### src/design/usbep0_pkg.sv
// ----------------------------------------------------------------------------
// usbep0_pkg
// Shared types and codes for the endpoint zero standard request handler.
// ----------------------------------------------------------------------------
package usbep0_pkg;

    // result action codes
    typedef enum logic [2:0] {
        ACT_NONE    = 3'd0,
        ACT_STALL   = 3'd1,
        ACT_DATA    = 3'd2,
        ACT_STATUS  = 3'd3,
        ACT_FORWARD = 3'd4
    } action_t;

    // device state
    typedef enum logic [1:0] {
        ST_DEFAULT    = 2'd0,
        ST_ADDRESSED  = 2'd1,
        ST_CONFIGURED = 2'd2
    } usb_state_t;

    // class handler event codes
    typedef enum logic [1:0] {
        EV_NONE   = 2'd0,
        EV_INIT   = 2'd1,
        EV_DEINIT = 2'd2
    } class_event_t;

    // what the back end has to do with an item
    typedef enum logic [2:0] {
        CLS_IN_DONE = 3'd0,
        CLS_FIXED   = 3'd1,
        CLS_SET_ADR = 3'd2,
        CLS_SET_CFG = 3'd3,
        CLS_GET_CFG = 3'd4,
        CLS_IFACE   = 3'd5
    } req_class_t;

    // item operation codes
    localparam logic OP_SETUP   = 1'b0;
    localparam logic OP_IN_DONE = 1'b1;

    // standard request codes
    localparam logic [7:0] REQ_SET_ADDRESS    = 8'd5;
    localparam logic [7:0] REQ_GET_DESCRIPTOR = 8'd6;
    localparam logic [7:0] REQ_GET_CONFIG     = 8'd8;
    localparam logic [7:0] REQ_SET_CONFIG     = 8'd9;

    // request type and recipient codes
    localparam logic [1:0] TYPE_STANDARD  = 2'd0;
    localparam logic [1:0] TYPE_RESERVED  = 2'd3;
    localparam logic [4:0] RCP_DEVICE     = 5'd0;
    localparam logic [4:0] RCP_INTERFACE  = 5'd1;

    // descriptor types
    localparam logic [7:0] DT_DEVICE    = 8'd1;
    localparam logic [7:0] DT_CONFIG    = 8'd2;
    localparam logic [7:0] DT_STRING    = 8'd3;
    localparam logic [7:0] DT_QUALIFIER = 8'd6;

    // string indexes
    localparam logic [7:0] STR_LANGID  = 8'd0;
    localparam logic [7:0] STR_MAKER   = 8'd1;
    localparam logic [7:0] STR_PRODUCT = 8'd2;
    localparam logic [7:0] STR_SERIAL  = 8'd3;
    localparam logic [7:0] STR_CFGNAME = 8'd4;
    localparam logic [7:0] STR_IFNAME  = 8'd5;

    // descriptor selector codes on the result
    localparam logic [3:0] KIND_DEVICE    = 4'd0;
    localparam logic [3:0] KIND_CONFIG    = 4'd1;
    localparam logic [3:0] KIND_QUALIFIER = 4'd2;
    localparam logic [3:0] KIND_STR_BASE  = 4'd3;
    localparam logic [3:0] KIND_CFG_BYTE  = 4'd9;

    // configuration register indexes
    localparam logic [2:0] REG_DEVICE_LEN  = 3'd0;
    localparam logic [2:0] REG_CONFIG_LEN  = 3'd1;
    localparam logic [2:0] REG_QUAL_LEN    = 3'd2;
    localparam logic [2:0] REG_LANGID_LEN  = 3'd3;
    localparam logic [2:0] REG_MAKER_LEN   = 3'd4;
    localparam logic [2:0] REG_PRODUCT_LEN = 3'd5;
    localparam logic [2:0] REG_SERIAL_LEN  = 3'd6;
    localparam logic [2:0] REG_CFGNAME_LEN = 3'd7;

    // configuration register reset values
    localparam logic [7:0]  RST_DEVICE_LEN = 8'd18;
    localparam logic [15:0] RST_CONFIG_LEN = 16'd67;
    localparam logic [7:0]  RST_QUAL_LEN   = 8'd10;
    localparam logic [7:0]  RST_LANGID_LEN = 8'd4;

    // classified request, passed from front end to back end
    typedef struct packed {
        req_class_t  cls;
        action_t     action;
        logic [3:0]  kind;
        logic [15:0] length;
        logic        ok;
        logic [6:0]  addr;
        logic        idx_zero;
        logic        idx_one;
    } ep0_item_t;

endpackage

### src/design/usbep0_front.sv
// ----------------------------------------------------------------------------
// usbep0_front
// Holds the descriptor length registers and classifies each incoming item.
// ----------------------------------------------------------------------------
module usbep0_front #(
    parameter int MAX_CONFIGS       = 1,
    parameter int MAX_INTERFACES    = 2,
    parameter int IFNAME_STR_LENGTH = 0
) (
    input  logic                   clk,
    input  logic                   rst_n,
    input  logic                   cfg_we,
    input  logic [2:0]             cfg_index,
    input  logic [15:0]            cfg_data,
    input  logic                   op,
    input  logic [7:0]             req_type,
    input  logic [7:0]             req_code,
    input  logic [15:0]            req_value,
    input  logic [15:0]            req_index,
    input  logic [15:0]            req_length,
    output usbep0_pkg::ep0_item_t  item
);

    localparam logic [7:0] MAX_CFG_B = 8'(MAX_CONFIGS);
    localparam logic [7:0] MAX_IF_B  = 8'(MAX_INTERFACES);
    localparam logic [7:0] IFNAME_B  = 8'(IFNAME_STR_LENGTH);

    logic [7:0]  device_len_reg;
    logic [15:0] config_len_reg;
    logic [7:0]  qual_len_reg;
    logic [7:0]  langid_len_reg;
    logic [7:0]  maker_len_reg;
    logic [7:0]  product_len_reg;
    logic [7:0]  serial_len_reg;
    logic [7:0]  cfgname_len_reg;

    always_ff @(posedge clk or negedge rst_n)
    begin
        if (!rst_n)
        begin
            device_len_reg  <= usbep0_pkg::RST_DEVICE_LEN;
            config_len_reg  <= usbep0_pkg::RST_CONFIG_LEN;
            qual_len_reg    <= usbep0_pkg::RST_QUAL_LEN;
            langid_len_reg  <= usbep0_pkg::RST_LANGID_LEN;
            maker_len_reg   <= '0;
            product_len_reg <= '0;
            serial_len_reg  <= '0;
            cfgname_len_reg <= '0;
        end
        else if (cfg_we)
        begin
            unique case (cfg_index)
                usbep0_pkg::REG_DEVICE_LEN:  device_len_reg  <= cfg_data[7:0];
                usbep0_pkg::REG_CONFIG_LEN:  config_len_reg  <= cfg_data;
                usbep0_pkg::REG_QUAL_LEN:    qual_len_reg    <= cfg_data[7:0];
                usbep0_pkg::REG_LANGID_LEN:  langid_len_reg  <= cfg_data[7:0];
                usbep0_pkg::REG_MAKER_LEN:   maker_len_reg   <= cfg_data[7:0];
                usbep0_pkg::REG_PRODUCT_LEN: product_len_reg <= cfg_data[7:0];
                usbep0_pkg::REG_SERIAL_LEN:  serial_len_reg  <= cfg_data[7:0];
                usbep0_pkg::REG_CFGNAME_LEN: cfgname_len_reg <= cfg_data[7:0];
                default: ;
            endcase
        end
    end

    logic [1:0]  type_kind;
    logic [4:0]  recip;
    logic [7:0]  dtype;
    logic [7:0]  sidx;
    logic        desc_valid;
    logic [3:0]  desc_kind;
    logic [15:0] desc_len;

    assign type_kind = req_type[6:5];
    assign recip     = req_type[4:0];
    assign dtype     = req_value[15:8];
    assign sidx      = req_value[7:0];

    // descriptor lookup
    always_comb
    begin
        desc_valid = 1'b1;
        desc_kind  = usbep0_pkg::KIND_DEVICE;
        desc_len   = '0;
        unique case (dtype)
            usbep0_pkg::DT_DEVICE:
            begin
                desc_kind = usbep0_pkg::KIND_DEVICE;
                desc_len  = {8'd0, device_len_reg};
            end
            usbep0_pkg::DT_CONFIG:
            begin
                desc_kind = usbep0_pkg::KIND_CONFIG;
                desc_len  = config_len_reg;
            end
            usbep0_pkg::DT_QUALIFIER:
            begin
                desc_kind = usbep0_pkg::KIND_QUALIFIER;
                desc_len  = {8'd0, qual_len_reg};
            end
            usbep0_pkg::DT_STRING:
            begin
                desc_kind = usbep0_pkg::KIND_STR_BASE + sidx[3:0];
                unique case (sidx)
                    usbep0_pkg::STR_LANGID:  desc_len = {8'd0, langid_len_reg};
                    usbep0_pkg::STR_MAKER:   desc_len = {8'd0, maker_len_reg};
                    usbep0_pkg::STR_PRODUCT: desc_len = {8'd0, product_len_reg};
                    usbep0_pkg::STR_SERIAL:  desc_len = {8'd0, serial_len_reg};
                    usbep0_pkg::STR_CFGNAME: desc_len = {8'd0, cfgname_len_reg};
                    usbep0_pkg::STR_IFNAME:  desc_len = {8'd0, IFNAME_B};
                    default:                 desc_valid = 1'b0;
                endcase
            end
            default: desc_valid = 1'b0;
        endcase
    end

    always_comb
    begin
        item          = '0;
        item.cls      = usbep0_pkg::CLS_FIXED;
        item.action   = usbep0_pkg::ACT_NONE;
        item.addr     = req_value[6:0];
        item.idx_zero = (req_value[7:0] == 8'd0);
        item.idx_one  = (req_value[7:0] == 8'd1);
        if (op == usbep0_pkg::OP_IN_DONE)
        begin
            item.cls = usbep0_pkg::CLS_IN_DONE;
        end
        else if (recip == usbep0_pkg::RCP_DEVICE)
        begin
            if (type_kind == usbep0_pkg::TYPE_STANDARD)
            begin
                unique case (req_code)
                    usbep0_pkg::REQ_GET_DESCRIPTOR:
                    begin
                        if (!desc_valid)
                            item.action = usbep0_pkg::ACT_STALL;
                        else if (req_length == 16'd0)
                            item.action = usbep0_pkg::ACT_STATUS;
                        else if (desc_len != 16'd0)
                        begin
                            // clip to what the host asked for
                            item.action = usbep0_pkg::ACT_DATA;
                            item.kind   = desc_kind;
                            item.length = (desc_len < req_length) ? desc_len : req_length;
                        end
                    end
                    usbep0_pkg::REQ_SET_ADDRESS:
                    begin
                        item.cls = usbep0_pkg::CLS_SET_ADR;
                        item.ok  = (req_index == 16'd0) && (req_length == 16'd0)
                                   && !req_value[15] && (req_value[14:7] == 8'd0);
                    end
                    usbep0_pkg::REQ_SET_CONFIG:
                    begin
                        item.cls = usbep0_pkg::CLS_SET_CFG;
                        item.ok  = (req_value[7:0] <= MAX_CFG_B);
                    end
                    usbep0_pkg::REQ_GET_CONFIG:
                    begin
                        item.cls = usbep0_pkg::CLS_GET_CFG;
                        item.ok  = (req_length == 16'd1);
                    end
                    default: ;
                endcase
            end
        end
        else if (recip == usbep0_pkg::RCP_INTERFACE)
        begin
            item.cls = usbep0_pkg::CLS_IFACE;
            item.ok  = (type_kind != usbep0_pkg::TYPE_RESERVED)
                       && (req_index[7:0] <= MAX_IF_B);
        end
    end

endmodule

### src/design/usbep0_fifo.sv
// ----------------------------------------------------------------------------
// usbep0_fifo
// Two-entry queue of classified requests between front and back end.
// ----------------------------------------------------------------------------
module usbep0_fifo (
    input  logic                   clk,
    input  logic                   rst_n,
    input  logic                   push,
    input  usbep0_pkg::ep0_item_t  push_item,
    output logic                   full,
    input  logic                   pop,
    output usbep0_pkg::ep0_item_t  pop_item,
    output logic                   empty
);

    usbep0_pkg::ep0_item_t mem [2];
    logic       wr_ptr_reg;
    logic       wr_ptr_next;
    logic       rd_ptr_reg;
    logic       rd_ptr_next;
    logic [1:0] count_reg;
    logic [1:0] count_next;

    assign full     = (count_reg == 2'd2);
    assign empty    = (count_reg == 2'd0);
    assign pop_item = mem[rd_ptr_reg];

    always_comb
    begin
        wr_ptr_next = push ? ~wr_ptr_reg : wr_ptr_reg;
        rd_ptr_next = pop ? ~rd_ptr_reg : rd_ptr_reg;
        count_next  = count_reg;
        if (push && !pop)
            count_next = count_reg + 2'd1;
        else if (pop && !push)
            count_next = count_reg - 2'd1;
    end

    always_ff @(posedge clk)
    begin
        if (push)
            mem[wr_ptr_reg] <= push_item;
    end

    always_ff @(posedge clk or negedge rst_n)
    begin
        if (!rst_n)
        begin
            wr_ptr_reg <= 1'b0;
            rd_ptr_reg <= 1'b0;
            count_reg  <= 2'd0;
        end
        else
        begin
            wr_ptr_reg <= wr_ptr_next;
            rd_ptr_reg <= rd_ptr_next;
            count_reg  <= count_next;
        end
    end

endmodule

### src/design/usbep0_back.sv
// ----------------------------------------------------------------------------
// usbep0_back
// Keeps device state and pending address, and registers one result per item.
// ----------------------------------------------------------------------------
module usbep0_back (
    input  logic                   clk,
    input  logic                   rst_n,
    input  logic                   q_empty,
    input  usbep0_pkg::ep0_item_t  q_item,
    output logic                   q_pop,
    output logic                   rsp_valid,
    input  logic                   rsp_stall,
    output logic [2:0]             action,
    output logic [3:0]             desc_kind,
    output logic [15:0]            send_length,
    output logic                   config_value,
    output logic [1:0]             class_event,
    output logic                   apply_address,
    output logic [6:0]             device_address
);

    usbep0_pkg::usb_state_t   state_reg;
    usbep0_pkg::usb_state_t   state_next;
    logic [6:0]               pend_reg;
    logic [6:0]               pend_next;

    logic                     valid_reg;
    usbep0_pkg::action_t      action_reg;
    usbep0_pkg::action_t      action_next;
    logic [3:0]               kind_reg;
    logic [3:0]               kind_next;
    logic [15:0]              len_reg;
    logic [15:0]              len_next;
    logic                     cfgval_reg;
    logic                     cfgval_next;
    usbep0_pkg::class_event_t event_reg;
    usbep0_pkg::class_event_t event_next;
    logic                     apply_reg;
    logic                     apply_next;
    logic [6:0]               addr_reg;
    logic [6:0]               addr_next;

    // take the next item when the result slot is free or being emptied
    assign q_pop = !q_empty && (!valid_reg || !rsp_stall);

    // next state
    always_comb
    begin
        state_next = state_reg;
        pend_next  = pend_reg;
        unique case (q_item.cls)
            usbep0_pkg::CLS_IN_DONE:
                pend_next = 7'd0;
            usbep0_pkg::CLS_SET_ADR:
            begin
                if (q_item.ok && state_reg != usbep0_pkg::ST_ADDRESSED)
                begin
                    state_next = usbep0_pkg::ST_ADDRESSED;
                    pend_next  = q_item.addr;
                end
            end
            usbep0_pkg::CLS_SET_CFG:
            begin
                if (q_item.ok)
                begin
                    if (state_reg == usbep0_pkg::ST_ADDRESSED && q_item.idx_one)
                        state_next = usbep0_pkg::ST_CONFIGURED;
                    else if (state_reg == usbep0_pkg::ST_CONFIGURED && q_item.idx_zero)
                        state_next = usbep0_pkg::ST_ADDRESSED;
                end
            end
            default: ;
        endcase
    end

    // result
    always_comb
    begin
        action_next = usbep0_pkg::ACT_NONE;
        kind_next   = '0;
        len_next    = '0;
        cfgval_next = 1'b0;
        event_next  = usbep0_pkg::EV_NONE;
        apply_next  = 1'b0;
        addr_next   = '0;
        unique case (q_item.cls)
            usbep0_pkg::CLS_IN_DONE:
            begin
                if (pend_reg != 7'd0)
                begin
                    apply_next = 1'b1;
                    addr_next  = pend_reg;
                end
            end
            usbep0_pkg::CLS_FIXED:
            begin
                action_next = q_item.action;
                kind_next   = q_item.kind;
                len_next    = q_item.length;
            end
            usbep0_pkg::CLS_SET_ADR:
            begin
                if (q_item.ok && state_reg != usbep0_pkg::ST_ADDRESSED)
                    action_next = usbep0_pkg::ACT_STATUS;
                else
                    action_next = usbep0_pkg::ACT_STALL;
            end
            usbep0_pkg::CLS_SET_CFG:
            begin
                if (!q_item.ok)
                    action_next = usbep0_pkg::ACT_STALL;
                else if (state_reg == usbep0_pkg::ST_ADDRESSED)
                begin
                    action_next = usbep0_pkg::ACT_STATUS;
                    if (q_item.idx_one)
                        event_next = usbep0_pkg::EV_INIT;
                end
                else if (state_reg == usbep0_pkg::ST_CONFIGURED)
                begin
                    action_next = usbep0_pkg::ACT_STATUS;
                    if (q_item.idx_zero)
                        event_next = usbep0_pkg::EV_DEINIT;
                end
                else
                begin
                    // not addressed yet
                    action_next = usbep0_pkg::ACT_STALL;
                    event_next  = usbep0_pkg::EV_DEINIT;
                end
            end
            usbep0_pkg::CLS_GET_CFG:
            begin
                if (q_item.ok && (state_reg == usbep0_pkg::ST_DEFAULT
                                  || state_reg == usbep0_pkg::ST_ADDRESSED
                                  || state_reg == usbep0_pkg::ST_CONFIGURED))
                begin
                    action_next = usbep0_pkg::ACT_DATA;
                    kind_next   = usbep0_pkg::KIND_CFG_BYTE;
                    len_next    = 16'd1;
                    cfgval_next = (state_reg == usbep0_pkg::ST_CONFIGURED);
                end
                else
                    action_next = usbep0_pkg::ACT_STALL;
            end
            usbep0_pkg::CLS_IFACE:
            begin
                if (q_item.ok && (state_reg == usbep0_pkg::ST_DEFAULT
                                  || state_reg == usbep0_pkg::ST_ADDRESSED
                                  || state_reg == usbep0_pkg::ST_CONFIGURED))
                    action_next = usbep0_pkg::ACT_FORWARD;
                else
                    action_next = usbep0_pkg::ACT_STALL;
            end
            default:
                action_next = usbep0_pkg::ACT_NONE;
        endcase
    end

    always_ff @(posedge clk or negedge rst_n)
    begin
        if (!rst_n)
        begin
            state_reg <= usbep0_pkg::ST_DEFAULT;
            pend_reg  <= 7'd0;
            valid_reg <= 1'b0;
        end
        else
        begin
            if (q_pop)
            begin
                state_reg <= state_next;
                pend_reg  <= pend_next;
                valid_reg <= 1'b1;
            end
            else if (!rsp_stall)
                valid_reg <= 1'b0;
        end
    end

    always_ff @(posedge clk)
    begin
        if (q_pop)
        begin
            action_reg <= action_next;
            kind_reg   <= kind_next;
            len_reg    <= len_next;
            cfgval_reg <= cfgval_next;
            event_reg  <= event_next;
            apply_reg  <= apply_next;
            addr_reg   <= addr_next;
        end
    end

    assign rsp_valid      = valid_reg;
    assign action         = action_reg;
    assign desc_kind      = kind_reg;
    assign send_length    = len_reg;
    assign config_value   = cfgval_reg;
    assign class_event    = event_reg;
    assign apply_address  = apply_reg;
    assign device_address = addr_reg;

endmodule

### src/design/usb_ep0_standard_request_handler_top.sv
// ----------------------------------------------------------------------------
// usb_ep0_standard_request_handler_top
// Endpoint zero standard request handler: decides one action per setup
// packet or IN completion, and tracks device state and pending address.
// ----------------------------------------------------------------------------
//
//  channel   handshake              payload
//  -------   ---------------------  -----------------------------------------
//  request   req_valid / req_stall  op, req_type, req_code, req_value,
//                                   req_index, req_length
//  result    rsp_valid / rsp_stall  action, desc_kind, send_length,
//                                   config_value, class_event,
//                                   apply_address, device_address
//  config    cfg_we                 cfg_index, cfg_data
//
//  one transfer per cycle in each direction while no stall holds it; a
//  request is classified by the front end into a two-entry queue, and the
//  back end applies device state and registers its result
//  reset clears device state, pending address, queue and result valid, and
//  loads the descriptor length registers with their defaults
//  rsp_stall holds the result register; the queue absorbs two more requests
//  before req_stall rises
//
module usb_ep0_standard_request_handler_top #(
    parameter int MAX_CONFIGS       = 1,
    parameter int MAX_INTERFACES    = 2,
    parameter int IFNAME_STR_LENGTH = 0
) (
    input  logic        clk,
    input  logic        rst_n,
    input  logic        cfg_we,
    input  logic [2:0]  cfg_index,
    input  logic [15:0] cfg_data,
    input  logic        req_valid,
    output logic        req_stall,
    input  logic        op,
    input  logic [7:0]  req_type,
    input  logic [7:0]  req_code,
    input  logic [15:0] req_value,
    input  logic [15:0] req_index,
    input  logic [15:0] req_length,
    output logic        rsp_valid,
    input  logic        rsp_stall,
    output logic [2:0]  action,
    output logic [3:0]  desc_kind,
    output logic [15:0] send_length,
    output logic        config_value,
    output logic [1:0]  class_event,
    output logic        apply_address,
    output logic [6:0]  device_address
);

    usbep0_pkg::ep0_item_t front_item;
    usbep0_pkg::ep0_item_t q_item;
    logic                  q_full;
    logic                  q_empty;
    logic                  q_pop;
    logic                  q_push;

    assign req_stall = q_full;
    assign q_push    = req_valid && !q_full;

    usbep0_front #(
        .MAX_CONFIGS       (MAX_CONFIGS),
        .MAX_INTERFACES    (MAX_INTERFACES),
        .IFNAME_STR_LENGTH (IFNAME_STR_LENGTH)
    ) u_front (
        .clk        (clk),
        .rst_n      (rst_n),
        .cfg_we     (cfg_we),
        .cfg_index  (cfg_index),
        .cfg_data   (cfg_data),
        .op         (op),
        .req_type   (req_type),
        .req_code   (req_code),
        .req_value  (req_value),
        .req_index  (req_index),
        .req_length (req_length),
        .item       (front_item)
    );

    usbep0_fifo u_fifo (
        .clk       (clk),
        .rst_n     (rst_n),
        .push      (q_push),
        .push_item (front_item),
        .full      (q_full),
        .pop       (q_pop),
        .pop_item  (q_item),
        .empty     (q_empty)
    );

    usbep0_back u_back (
        .clk            (clk),
        .rst_n          (rst_n),
        .q_empty        (q_empty),
        .q_item         (q_item),
        .q_pop          (q_pop),
        .rsp_valid      (rsp_valid),
        .rsp_stall      (rsp_stall),
        .action         (action),
        .desc_kind      (desc_kind),
        .send_length    (send_length),
        .config_value   (config_value),
        .class_event    (class_event),
        .apply_address  (apply_address),
        .device_address (device_address)
    );

endmodule
### config.mk
export PLATFORM = sky130hd
export DESIGN_NAME = usb_ep0_standard_request_handler_top
export DESIGN_NICKNAME = d
export VERILOG_FILES = /design/src/design/usbep0_pkg.sv /design/src/design/usbep0_front.sv /design/src/design/usbep0_fifo.sv /design/src/design/usbep0_back.sv /design/src/design/usb_ep0_standard_request_handler_top.sv
export SDC_FILE = /design/constraint.sdc
export NUM_CORES = 1
export LEC_CHECK = 0
export BUFFER_PORTS_ARGS = -buffer_cell sky130_fd_sc_hd__buf_2
export CORE_AREA = 4 4 170 106
export CTS_CLUSTER_SIZE = 20
export DETAILED_ROUTE_END_ITERATION = 6
export DIE_AREA = 0 0 174 110
export GPL_ROUTABILITY_DRIVEN = 0
export PLACE_DENSITY_LB_ADDON = 0.08
export SYNTH_ARGS = -nofsm -noshare
export SYNTH_HDL_FRONTEND = slang
export SYNTH_SLANG_ARGS = --single-unit
### constraint.sdc
create_clock -name clk -period 4.3 [get_ports clk]
set_input_delay 0.645 -clock clk [delete_from_list [all_inputs] [get_ports clk]]
set_output_delay 0.645 -clock clk [all_outputs]
set_load 0.02 [all_outputs]
# Yosys cells after proc, flatten, opt, wreduce, memory -nomap -nowiden

Memory sizes are Yosys's and may differ from the RTL's.
Index checks and enable logic that the tools add are counted.

Add/subtract/negate cells: 3
$mul: 0
Div/mod/pow operators: 0
Magnitude comparators: 3
Equality and inequality tests: 36
Shift operators: 0
Mux-type cells: 51
Bitwise operators: 2
Reductions and logical operators: 52

Operators by type and width:

| kind                  | number |
|---|---|
| $pmux W16 S4          | 1 |
| $mux W23              | 2 |
| $eq A8 B3 Y1 const B  | 5 |
| $mux W20              | 2 |
| $pmux W8 S5           | 1 |
| $eq A8 B2 Y1 const B  | 4 |
| $logic_not A16 Y1     | 2 |
| $pmux W16 S2          | 1 |
| $mux W27              | 1 |
| $mux W2               | 12 |
| $mux W24              | 1 |
| $mux W3               | 8 |
| $mux W22              | 1 |
| $reduce_and A2 Y1     | 11 |
| $eq A3 B3 Y1 const B  | 6 |
| $eq A16 B1 Y1 const B | 1 |
| $eq A8 B1 Y1 const B  | 2 |
| $eq A8 B4 Y1 const B  | 2 |
| $logic_not A8 Y1      | 2 |
| $lt A16 B16 Y1        | 1 |
| $mux W16              | 1 |
| $reduce_bool A16 Y1   | 1 |
| $pmux W3 S5           | 1 |
| $pmux W7 S2           | 1 |
| 35 further kinds      | 77 |

Register bits after elaboration: 120
Latch bits: 0
Bits in writable memories: 72
ROM bits: 0
Input bits: 89
Output and inout port bits: 36
Word-level logic and storage cells: 169
Memories kept: 1

Memory list:

| memory     | words | bits a word | read ports | clocked after memory_dff | write ports | line              | RTL |
|---|---|---|---|---|---|---|---|
| u_fifo.mem | 2     | 36          | 1          | 0                        | 1           | usbep0_fifo.sv:16 | `usbep0_pkg::ep0_item_t mem [2];` |

# Logic depth before layout (Yosys ltp)

Gate-level depths: netlist of the first run.

Word-level depth: 12
Gate-level depth with buffers: 16
Mapped depth without buffers: 14

# Hierarchy

From an unflattened synthesis of the first run, not the netlist that was laid out.

Cell total of the unflattened synthesis: 748
Area, all modules: 9614.2 µm²

By module, submodules not included:

| module                               | instances | cells an instance | area an instance (µm²) | sequential area each (µm²) |
|---|---|---|---|---|
| usbep0_front                         | 1         | 469               | 4674.5                 | 1811.7 |
| usbep0_fifo                          | 1         | 128               | 2934.1                 | 2262.2 |
| usbep0_back                          | 1         | 150               | 1991.9                 | 1271.2 |
| usb_ep0_standard_request_handler_top | 1         | 1                 | 13.8                   | 0.0 |

# Least setup slack after synthesis of the first run

No wires, ideal clock.

Path kind: input-to-reg
From: in req_value[10]
To: mem u_fifo.mem[0][17] in the netlist's numbering, data pin
Setup time: 0.163 ns
Arrival: 3.922 ns
Data required time: 4.137 ns
Slack: 0.215 ns
Cell stages on the path: 14
Path buffers: 2
Path through: buf_2 or4b_4 nor4_4 and2_1 a31oi_1 inv_1 ha_1 a21o_1 a21o_1 a21o_1 or2_2 clkbuf_1 or3b_2 a31oi_1

RTL lines:

| item            | line                                       | RTL |
|---|---|---|
| start, declared | usb_ep0_standard_request_handler_top.sv:39 | `input logic [15:0] req_value,` |
| end, declared   | usbep0_fifo.sv:16                          |  |

==> results of run 1 <==
==> per-stage QoR <==
step | worst slack (ps) | hold slack [ps] | TNS, ps | cells
final | 268 | 422 | 0 | 1140
after global routing | 19.1 | 411 | 0 | 1140
after CTS | 362 | 407 | 0 | 1140
after detailed placement | -64.6 | 469 | -129 | 1108
after global placement | -50.5 | 462 | -101 | 1108
after floorplan | 215 | 349 | 0 | 769
==> kinds of logic after synthesis <==
logic type	synth area share, %
simple gates	13.2
flops	56.0
mux	14.3
compound gates	9.56
buf+inv	3.10
fa+ha+maj	3.18
xor+xnor	0.650
==> power breakdown <==
group / internal, mW / switching, mW / total (mW)
Sequential: 2.52 / 0.218 / 2.73
Combinational: 0.576 / 0.929 / 1.50
Clock: 0.920 / 0.671 / 1.59
Total: 4.01 / 1.82 / 5.83
==> routing by layer <==
metal	GRT usage, %	wire length [um]
met1	35.5	10400
met2	36.9	10100
met3	5.28	1750
met4	6.38	352
met5	0	0
==> cell usage in the layout, fill, tap and decap left out, types with 9 or more instances in the layout <==
| master | instances |
|---|---|
| a21oi_1 | 11 |
| a221oi_1 | 9 |
| a31oi_1 | 21 |
| and2_1 | 10 |
| and3_1 | 12 |
| buf_2 | 122 |
| buf_4 | 42 |
| clkbuf_16 | 17 |
| dfrtp_1 | 77 |
| edfxtp_1 | 104 |
| ha_1 | 24 |
| inv_1 | 35 |
| mux2_2 | 77 |
| mux2i_1 | 48 |
| nand2_1 | 43 |
| nand3_1 | 34 |
| nor2_1 | 43 |
| nor3_1 | 16 |
| nor4_1 | 14 |
| o21ai_0 | 13 |
| o311a_1 | 9 |
| or3_1 | 14 |
==> worst max-delay path: stages <==
cell and delay [ps]:
buf_2 110, or4b_2 720, nor4_4 340, nand2_2 130, o21ai_0 370, ha_1 230
a21o_1 110, a21oi_1 80, o2111a_1 160, a21oi_2 590, buf_4 250, nand3_1 80
a31oi_1 340, buf_4 180
==> path summary, 6_finish.rpt <==
path,startpoint,endpoint,cells after the start
min,req_value[5],u_fifo.mem[0][7]$_DFFE_PP_,1
max reg2reg,u_front.product_len_reg[2]$_DFFE_PN0P_,u_fifo.mem[1][25]$_DFFE_PP_,13
max in group asynchronous,rst_n,u_fifo.rd_ptr_reg$_DFFE_PN0P_,1
min in group asynchronous,rst_n,u_front.product_len_reg[4]$_DFFE_PN0P_,1
max,req_value[11],u_fifo.mem[1][25]$_DFFE_PP_,14
min reg2reg,u_back.rsp_valid$_DFFE_PN0P_,u_back.rsp_valid$_DFFE_PN0P_,2
==> area by class of cell <==
cell class / instances / area, um2
inverter: 36 / 135
clock buffer: 19 / 433
sequential: 190 / 5290
timing repair buffer: 165 / 946
multi-input combinational: 508 / 3870
fill: 1204 / 5120
clock inverter: 13 / 163
tap: 209 / 262
==> results.md, run 1 <==
- Syn_nets: 882
- CP Launch Type: primary input
- Area after DPL: 10500 um2
- Async SR Flop Fraction: 45.3%
- Synth area leader: edfxtp_1
- Slew Viols, Final: 0
- H-tree depth: 4
- CTS Buf Count: 17
- Worst vdd ir: 0.277 mV
- Tcrit/Tclk final: 93.8%
- Routed len/inst: 19.8 um
- CTS max path bufs: 2
- Initial Utilization: 58.2%
- Final Util: 68.4%
- Gr usage total: 24.1%
- Nature of the critical path endpoint: flip-flop
- Antenna violations before repair: 0
- Vias in the first global route: 6766
- Most common cell in the netlist: edfxtp_1
- Final setup fails: 0
- Final wirelength: 22.6 mm
- CP required: 4600 ps
- Sequential area share after synthesis: 56.0%
- Layout cells sized above 1: 32.2%
- Fmax: 0.248 GHz
- Clock-pin slew on the worst setup and hold paths: 70 ps
- Post-Synthesis Cell Area: 9440 um2
- # nets final: 1031
- TritonRoute pass-1 iters: 6
- Drt drc: 0
- Synth top area cells: edfxtp_1 (33%), dfrtp_1 (21%), mux2_2 (9.2%), mux2i_1 (5.1%), ha_1 (3.2%)
- Post-synthesis area per instance: 12.3 um2
- CP Max Fanout: 16
- Number of vias per cell: 6.14
- FP Rows: 36
- Arrival time at the worst endpoint: 4330 ps
- Io pins: 125
- Top cells by count, synth: edfxtp_1 (104), dfrtp_1 (78), mux2_2 (77)
- EDFF count, synth: 104
- Grt ovf: 0
- CORE AREA: 16200 um2
- # port buffers: 123
- Yosys reg bits: 190
- Outcome: finished clean
- Overall power of the completed layout: 5.83 mW
- Via Count: 7004
- Primary FF master, synth: edfxtp_1
- Largest net degree at the start of global routing: 87
- Hold crit path type: primary input to flip-flop
- CTS Hold Bufs: 0
- Final instance area: 11100 um2
- Clock root cell: clkbuf_16
- Cells after Synth: 769
- Unrepaired setup endpoints after global routing: no
- CTS tree: done
- Count of cell types in the netlist: 67
- Postcts setup bufs: 0
- LEAKAGE: 4.68 nW
- PwrDens: 525 nW/um2
- Iter 0 DRT Violations: 909
- Die Width: 174 um
- Warnings from Yosys: 0
- Clk sinks: 190
- Inserted Diodes: 0
- First-pass GRT wire length: 36.0 mm
- Setup Skew: 11.5 ps
- Final worst path period need: 4030 ps
- Slew Limit Headroom: 11.2%
- Max reg flops: 70
- Layout area overhead: 17.6%
- Max_cap viols: 0
- Hold violation total from the final report: 0
- Worst R2R Setup Slack: 740 ps
- Final HPWL DP: 16.8 mm
- Setup Crit Path Kind: primary input to flip-flop
- Chip height: 110 um
- Worst slew pin tran: 1320 ps
- Clock Latency Late Sink: 420 ps
- Synth top area share: 33.1%
- ANT nets after route: 0
- Die area: 19100 um2
- CTS resizes: 0
Power figures use the tool's default switching activity.
==> run 2, diff against run 1 <==
PLACE_DENSITY = 0.84   (was unset)
PLACE_DENSITY_LB_ADDON = unset   (was 0.08)
==> results.md, run 2 (synthesized netlist as in run 1, its figures left out) <==
- Outcome: finished clean
- Worst vdd ir: 0.262 mV (-5.4%)
- Layout cells sized above 1: 32.4% (+0.18 points)
- Final wirelength: 23.4 mm (+3.4%)
- Most common cell after layout, fill and taps aside: buf_2
- Max_cap viols: 0 (unchanged)
- Final setup fails: 0 (unchanged)
- FP Rows: 36 (unchanged)
- Routed len/inst: 20.5 um (+3.4%)
- CTS resizes: 0 (unchanged)
- CP Launch Type: primary input
- Most frequent cells in the layout: buf_2 (122), edfxtp_1 (104), mux2_2 (77), dfrtp_1 (77), mux2i_1 (48)
- Tcrit/Tclk final: 91.4% (-2.3 points)
- CTS Hold Bufs: 0 (unchanged)
- Placed insts: 1106 (-0.18%)
- TritonRoute pass-1 iters: 5 (-1)
- Worst Hold Slack: 268 ps (-154 ps)
- CTS max path bufs: 2 (unchanged)
- Final worst path period need: 3930 ps (-100 ps)
- Postcts setup bufs: 0 (unchanged)
- Worst slew pin tran: 1300 ps (-25.1 ps)
- CTS Buf Count: 17 (unchanged)
- Drt drc: 0 (unchanged)
- Nature of the critical path endpoint: flip-flop
- Final cell count without fillers: 1140 (unchanged)
- Number of vias per cell: 6.19 (+0.80%)
- CP Max Fanout: 13 (-3)
- Overall power of the completed layout: 5.89 mW (+0.99%)
- Hold crit path type: primary input to async pin
- Clock-pin slew on the worst setup and hold paths: 80 ps (about the same)
- # nets final: 1029 (-0.19%)
- LEAKAGE: 4.69 nW (about the same)
- First element of the critical path: req_value[11]
- CTS tree: done
- Iter 0 DRT Violations: 810 (-11%)
- Hold violation total from the final report: 0 (unchanged)
- Critical R2R Launch: u_front.product_len_reg[5]$_DFFE_PN0P_
- Arrival time at the worst endpoint: 4160 ps (-170 ps)
- Io pins: 125 (unchanged)
- Clk sinks: 190 (unchanged)
- ANT nets after route: 0 (unchanged)
- Die Width: 174 um (unchanged)
- Gr usage total: 24.6% (+0.52 points)
- Sequential power share: 47.4% (+0.5 points)
- Setup Skew: 14.4 ps (+2.80 ps)
- Comb pwr share: 25.1% (-0.7 points)
- Chip height: 110 um (unchanged)
- Grt ovf: 0 (unchanged)
- Switching power total: 2.00 mW (+9.9%)
- Final Util: 68.5% (+0.093 points)
- Slew Limit Headroom: 12.9% (+1.7 points)
- H-tree depth: 4 (unchanged)
- Initial Utilization: 58.2% (unchanged)
- Power share of the clock group: 27.5% (+0.2 points)
- P_int: 3.89 mW (-3.1%)
- # port buffers: 123 (unchanged)
- Setup Crit Path Kind: primary input to flip-flop
- Vias in the first global route: 6774 (+0.12%)
- CP required: 4530 ps (-70 ps)
- Slew Viols, Final: 0 (unchanged)
- Final HPWL DP: 16.6 mm (-1.4%)
- Layout area overhead: 17.7%
- First-pass GRT wire length: 36.6 mm (+1.5%)
- Largest net degree at the start of global routing: 58 (-33%)
- Fmax: 0.254 GHz (+2.5%)
- Sw Share: 34.0% (+2.8 points)
- Die area: 19100 um2 (unchanged)
- Unrepaired setup endpoints after global routing: no
- Clock Latency Late Sink: 440 ps (+20 ps)
- Via Count: 7060 (+0.80%)
- Antenna violations before repair: 3 (+3)
- PwrDens: 530 nW/um2 (+0.85%)
- Clock root cell: clkbuf_16
- Max reg flops: 70 (unchanged)
- CORE AREA: 16200 um2 (unchanged)
-- run 2: changes by cell type in the layout (fill, tap and decap cells not counted), sizes merged --
cell	change
buf	-2
bufinv	-3
clkbuf	-2
clkinv	+1
clkinvlp	-1
diode	+2
inv	+5
-- run 2: through the flow --
stage / cell area [um2] / setup TNS [ps] / setup WS [ps]
3_5_place_dp: 10500 / -34.3 / -16.6
4_1_cts: 11100 / 0 / 438
2_1_floorplan: 9440 / 0 / 215
5_1_grt: 11100 / 0 / 175
6_report: 11100 / 0 / 368
3_3_place_gp: 10500 / 0 / 62.3
-- run 2: worst max-delay path: stages --
cell and delay (ps):
buf_2 110, or4b_2 720, nor4_4 340, and2_1 220, a31oi_1 150, inv_1 90, ha_1 240, a21o_1 180
a21o_1 170, a21o_1 180, or2_2 380, or3b_2 490, a31oi_1 260
-- run 2: power by group through the flow --
stage / clock network, mW / registers, mW / logic [mW]
after global placement: 0 / 2.78 / 1.41
after floorplan: 0 / 2.89 / 0.865
after detailed placement: 0 / 2.82 / 1.45
after CTS: 1.63 / 2.79 / 1.48
after global routing: 1.71 / 2.84 / 1.60
final: 1.62 / 2.79 / 1.48
-- run 2: path summary, 6_finish.rpt --
path	endpoint	slack [ps]	cells after the start
hold reg to reg	u_back.pend_reg[4]$_DFFE_PN0P_	510	2
setup reg to reg	u_fifo.mem[0][17]$_DFFE_PP_	790	11
max in group asynchronous	u_front.config_len_reg[0]$_DFFE_PN1P_	3060	2
setup / recovery	u_fifo.mem[0][17]$_DFFE_PP_	370	13
hold / removal	u_fifo.wr_ptr_reg$_DFFE_PN0P_	270	1
min in group clk	u_fifo.mem[1][6]$_DFFE_PP_	410	1
-- run 2: layout make-up --
cell class                 instances  area (um2)
antenna                            2        5.00
clock buffer                      17         425
clock inverter                    15         195
fill                            1186        5100
inverter                          36         135
multi-input combinational        508        3870
sequential                       190        5290
tap                              209         262
timing repair buffer             163         931
-- run 2: layer usage --
| metal | track usage [%] | share of wire (%) | vias to the layer above |
|---|---|---|---|
| li1 | - | - | 3230 |
| met1 | 35.8 | 46 | 3466 |
| met2 | 38.5 | 44 | 333 |
| met3 | 4.94 | 8.0 | 29 |
| met4 | 6.72 | 1.5 | 2 |
| met5 | 0 | 0.030 | - |
